### src/rtl/core/assert_macros.svh
// Assertion helpers used by the RTL.
`ifndef ASSERT_MACROS_SVH
`define ASSERT_MACROS_SVH

// Checked at every rising edge outside reset.
`define SLM_ASSERT(label, prop, msg) \
  label: assert property (@(posedge clk) disable iff (rst) prop) else $error(msg);

// Checked at every rising edge, reset included.
`define SLM_ASSERT_ALWAYS(label, prop, msg) \
  label: assert property (@(posedge clk) prop) else $error(msg);

`endif

### src/rtl/core/slm_pkg.sv
package slm_pkg;

  // Sample and average formats
  localparam int SAMPLE_BITS   = 16;
  localparam int FRACTION_BITS = 8;
  localparam int AVG_BITS      = SAMPLE_BITS + FRACTION_BITS;

  // Register field widths
  localparam int THR_BITS    = 15;
  localparam int WEIGHT_BITS = 17;
  localparam int WEIGHT_FRAC = 16;
  localparam int COUNT_BITS  = 16;
  localparam int CHANGE_BITS = 32;
  localparam int ZONE_BITS   = 3;

  localparam int CFG_INDEX_BITS = 3;
  localparam int CFG_DATA_BITS  = WEIGHT_BITS;

  // 0.25 in Q1.16, and 1.0
  localparam logic [WEIGHT_BITS-1:0] DEFAULT_WEIGHT = WEIGHT_BITS'(16384);
  localparam logic [WEIGHT_BITS-1:0] WEIGHT_ONE     = WEIGHT_BITS'(65536);

  typedef enum logic [ZONE_BITS-1:0] {
    ZONE_NORMAL   = 3'd0,
    ZONE_ALARM    = 3'd1,
    ZONE_SHORT    = 3'd2,
    ZONE_OPEN     = 3'd3,
    ZONE_UNSTABLE = 3'd4,
    ZONE_FAULT    = 3'd5
  } zone_t;

  typedef enum logic [CFG_INDEX_BITS-1:0] {
    REG_SHORT_LIMIT = 3'd0,
    REG_NORMAL_LOW  = 3'd1,
    REG_NORMAL_HIGH = 3'd2,
    REG_ALARM_LOW   = 3'd3,
    REG_ALARM_HIGH  = 3'd4,
    REG_OPEN_LOW    = 3'd5,
    REG_WEIGHT      = 3'd6,
    REG_SETTLE      = 3'd7
  } cfg_reg_t;

  // Band thresholds and settle count, as seen by the zone tracker
  typedef struct packed {
    logic [THR_BITS-1:0]   short_limit;
    logic [THR_BITS-1:0]   normal_low;
    logic [THR_BITS-1:0]   normal_high;
    logic [THR_BITS-1:0]   alarm_low;
    logic [THR_BITS-1:0]   alarm_high;
    logic [THR_BITS-1:0]   open_low;
    logic [COUNT_BITS-1:0] settle_count;
  } zone_cfg_t;

endpackage

### src/rtl/core/slm_zone.sv
module slm_zone import slm_pkg::*; (
  input  logic                       clk,
  input  logic                       rst,
  input  zone_cfg_t                  cfg,
  input  logic                       advance,
  input  logic signed [AVG_BITS-1:0] average,
  output zone_t                      current_zone,
  output logic [COUNT_BITS-1:0]      candidate_run,
  output logic [CHANGE_BITS-1:0]     changes
);

  localparam int SCALED_BITS = THR_BITS + FRACTION_BITS;
  localparam int CMP_BITS    = (SCALED_BITS > AVG_BITS) ? SCALED_BITS : AVG_BITS;

  zone_t                  candidate_zone;
  zone_t                  level;
  zone_t                  candidate_zone_next;
  zone_t                  current_zone_next;
  logic [COUNT_BITS-1:0]  candidate_run_next;
  logic [CHANGE_BITS-1:0] changes_next;
  logic [COUNT_BITS-1:0]  need;
  logic [CMP_BITS-1:0]    mag;
  logic [CMP_BITS-1:0]    t_short, t_nlo, t_nhi, t_alo, t_ahi, t_open;

  function automatic logic [CMP_BITS-1:0] scale(input logic [THR_BITS-1:0] mv);
    scale = CMP_BITS'(mv) << FRACTION_BITS;
  endfunction

  assign mag     = CMP_BITS'(average[AVG_BITS-2:0]);
  assign t_short = scale(cfg.short_limit);
  assign t_nlo   = scale(cfg.normal_low);
  assign t_nhi   = scale(cfg.normal_high);
  assign t_alo   = scale(cfg.alarm_low);
  assign t_ahi   = scale(cfg.alarm_high);
  assign t_open  = scale(cfg.open_low);

  // Classification, first match wins
  always_comb begin
    if (average[AVG_BITS-1]) begin
      level = ZONE_FAULT;
    end else if (mag <= t_short) begin
      level = ZONE_SHORT;
    end else if ((mag >= t_nlo) && (mag < t_nhi)) begin
      level = ZONE_NORMAL;
    end else if ((mag >= t_alo) && (mag <= t_ahi)) begin
      level = ZONE_ALARM;
    end else if (mag >= t_open) begin
      level = ZONE_OPEN;
    end else begin
      level = ZONE_UNSTABLE;
    end
  end

  // Zero settle count behaves as one
  assign need = (cfg.settle_count == '0) ? COUNT_BITS'(1) : cfg.settle_count;

  // Candidate run and debounced adoption
  always_comb begin
    if (level == candidate_zone) begin
      candidate_zone_next = candidate_zone;
      candidate_run_next  = (candidate_run == '1) ? candidate_run
                                                  : candidate_run + COUNT_BITS'(1);
    end else begin
      candidate_zone_next = level;
      candidate_run_next  = COUNT_BITS'(1);
    end
    if ((candidate_run_next >= need) && (current_zone != candidate_zone_next)) begin
      current_zone_next = candidate_zone_next;
      changes_next      = changes + CHANGE_BITS'(1);
    end else begin
      current_zone_next = current_zone;
      changes_next      = changes;
    end
  end

  always_ff @(posedge clk) begin
    if (rst) begin
      candidate_zone <= ZONE_UNSTABLE;
      candidate_run  <= '0;
      current_zone   <= ZONE_UNSTABLE;
      changes        <= '0;
    end else if (advance) begin
      candidate_zone <= candidate_zone_next;
      candidate_run  <= candidate_run_next;
      current_zone   <= current_zone_next;
      changes        <= changes_next;
    end
  end

endmodule

### config.mk
export PLATFORM = sky130hd
export DESIGN_NAME = slm_zone
export DESIGN_NICKNAME = d
export VERILOG_FILES = /design/src/rtl/core/assert_macros.svh /design/src/rtl/core/slm_pkg.sv /design/src/rtl/core/slm_zone.sv
export SDC_FILE = /design/constraint.sdc
export NUM_CORES = 1
export LEC_CHECK = 0
export BUFFER_PORTS_ARGS = -buffer_cell sky130_fd_sc_hd__buf_4
export CAP_MARGIN = 20
export CORE_MARGIN = 2
export CORE_UTILIZATION = 35
export DETAILED_ROUTE_END_ITERATION = 7
export GPL_TIMING_DRIVEN = 0
export PLACE_DENSITY = 0.65
export SLEW_MARGIN = 20
export SYNTH_ARGS = -nofsm -noshare
export SYNTH_HDL_FRONTEND = slang
export SYNTH_SLANG_ARGS = --single-unit
### constraint.sdc
create_clock -name clk -period 5.5 [get_ports clk]
set_input_delay 0.275 -clock clk [delete_from_list [all_inputs] [get_ports clk]]
set_output_delay 0.275 -clock clk [all_outputs]
set_load 0.05 [all_outputs]
==> qor.yml <==
worst_pin_slew_ns: 0.685
syn-instance-count: 784
avgSynthCellArea_sq_um: 7.60
cp_data_required_time_ns: 5.72
drv_cap: 0
final_nets: 1212
startpoint_type: "input pin"
grt_pass1_vias: 6017
core_sq_um: 16600
drtPass1Iterations: 5
root_buffer: "clkbuf_16"
synth-seq-cells: 54
gr-total-overflow: 0
yosysWarnings: 0
finalHoldViolations: 0
grt_max_degree: 18
fin_util_pct: 46.8
start_util_pct: 35.8
drive_gt1_share_pct: 23.5
drt_iter0_drc: 235
clk_latency_ns: 0.30
core.rowCount: 47
io_pins: 184
slew_headroom_pct: 54.3
grt_pass1_wl_um: 29500
place_congestion: 0.818
die_w_um: 135
htree_num_levels: 2
worst-setup-path-type: "input pin to flip-flop"
drt-total-wl_um: 17700
n_antenna_cell: 0
cts_buffer_depth: 2
drcViolationCount: 0
rsz0062_at_grt: "no"
vias_per_cell: 5.31
vias: 6335
finalCritPeriodShare_pct: 93.0
clock.fmax_mhz: 196
synth_area_sq_um: 5960
dieArea_sq_um: 18100
critPathArrivalTime_ns: 5.34
skew_ns: 0.0100
p_leak_nw: 3.80
setup_viol_count_final: 0
numCtsBuffers: 5
cp_max_fo: 10
min_period_ns: 5.11
dieHeight_um: 135
grt_use_total_pct: 19.6
area_growth_pct: 30.7
synth_fp_nets: 1024
tns_ns: 0
buffer_ports.inserted: 181
ant_nets: 0
slew_viol_final: 0
power_density_nw_per_um2: 144
grt_antenna_before_repair: 0
peakVddDrop_uv: 149
hpwl_um: 14300
seq_area_frac_synth_pct: 18.1
synth-edff-count: 0
synth.distinct_cells: 67
endpoint_kind: "flip-flop"
clk_pin_slew_worst_paths_ns: 0.07
ys_async_sr_fraction_pct: 0
outcome: "completed"
tritoncts: "yes"
cts.sinks: 54
wl_per_cell_um: 14.8
cts_setup_buffers: 0
synthFlopType: "dfxtp_1"
hold_path_class: "input pin to flip-flop"
## power by group
part / leakage [nW] / switching (W) / internal [W]
Sequential: 0.436 / 0.00000362 / 0.000393
Clock: 0.0875 / 0.000158 / 0.000230
Combinational: 3.28 / 0.000177 / 0.000163
Total: 3.80 / 0.000338 / 0.000785
## critical path: stages
cell and delay [ns]:
buf_4 0.14, ha_1 0.31, nand4_1 0.19, nor3_1 0.41, o31ai_1 0.15, o211ai_1 0.17
a2bb2oi_4 0.13, or4_1 0.48, o311ai_1 0.12, o31ai_2 0.13, buf_2 0.21, clkbuf_2 0.21
a21oi_1 0.22, ha_1 0.26, a21o_1 0.16, a21o_1 0.17, a21oi_1 0.16, o21ai_1 0.09
nor3_1 0.28, or3_1 0.24, clkbuf_2 0.26, clkbuf_2 0.30, o31ai_1 0.12, a21oi_1 0.15
## state kept, by name (all words and copies together) (netlist names)
register / flops
candidate_run: 16
candidate_zone: 3
changes: 32
current_zone: 3
## layout by cell type (no fill, tap or decap), types with 5 or more instances in the layout
master | synthesis | layout
dfxtp_1 | 54 | 54
nand3_1 | 36 | 36
nor3_1 | 15 | 14
and2_1 | 6 | 6
o41ai_1 | 5 | 5
a21oi_1 | 78 | 78
clkbuf_16 | 0 | 5
and3_1 | 9 | 9
buf_4 | 0 | 181
clkbuf_1 | 25 | 20
nand2b_1 | 7 | 7
or4_1 | 25 | 25
ha_1 | 107 | 107
or3_1 | 7 | 7
clkbuf_2 | 0 | 6
o31ai_1 | 27 | 26
nor2b_1 | 5 | 5
o21ai_0 | 13 | 13
a21o_1 | 29 | 29
a211oi_1 | 19 | 19
nand2_1 | 45 | 45
nand4_1 | 26 | 26
inv_1 | 119 | 119
o21a_1 | 5 | 5
nor2_1 | 39 | 39
a31oi_1 | 7 | 7
## cells by family (layout without fill, tap and decap cells)
family	after synthesis	in the layout	share of synthesized area, %
compound gates	218	218	25.4
xor+xnor	2	2	0.294
fa+ha+maj	107	107	22.5
buf+inv	151	340	9.95
flops	54	54	18.1
mux	4	4	0.714
simple gates	248	248	23.1
## cell type report
type | count | area, sq um
tap | 220 | 275
inverter | 119 | 447
multi-input combinational | 579 | 4300
clock buffer | 6 | 139
buffer | 32 | 154
fill | 1647 | 8850
clock inverter | 2 | 38.8
sequential | 54 | 1080
timing repair buffer | 181 | 1360
## through the flow
stage | instance area, sq um | total power, W | hold slack, ns | std cells | setup slack (ns)
floorplan | 5960 | 0.000603 | 0.482 | 784 | 0.867
global placement | 7590 | 0.000739 | 0.478 | 1185 | -0.178
detailed placement | 7590 | 0.000745 | 0.478 | 1185 | -0.341
CTS | 7770 | 0.00113 | 0.347 | 1193 | 0.0185
global route | 7790 | 0.00119 | 0.365 | 1193 | 0.00789
finish | 7790 | 0.00112 | 0.350 | 1193 | 0.386
## metal layers
| layer | vias to the layer above | wire, um | track usage, % |
|---|---|---|---|
| li1 | 3257 | - | - |
| met1 | 2893 | 8210 | 26.8 |
| met2 | 172 | 8190 | 33.3 |
| met3 | 13 | 1070 | 2.67 |
| met4 | 0 | 216 | 3.39 |
| met5 | - | 0 | 0 |
## Yosys cell counts (all sizes together) (25+ instances only)
library cell,n,area (sq um)
a21o,29,218
a21oi,78,390
clkbuf,25,93.8
dfxtp,54,1080
ha,107,1340
inv,119,447
nand2,45,169
nand3,36,180
nand4,26,163
nor2,40,153
o31ai,28,215
or4,25,188
## final timing paths
kind                                  from                              to  slack [ns]  cells after the start
min reg2reg       changes[31]$_SDFFE_PP0P_        changes[31]$_SDFFE_PP0P_        0.49                      2
max                            average[21]         changes[6]$_SDFFE_PP0P_        0.39                     24
max reg2reg  candidate_run[5]$_SDFFE_PP0P_         changes[6]$_SDFFE_PP0P_        0.89                     21
min                                advance  candidate_run[12]$_SDFFE_PP0P_        0.35                      3
## repair_timing
| action | 4_1_cts | 5_1_grt |
|---|---|---|
| hold buffers | 0 | 0 |
| gates cloned | 0 | 0 |
| resized for setup | 2 | 8 |
| endpoints found under the setup margin | 20 | 34 |
Note: power is estimated with default switching activity, not from simulation.
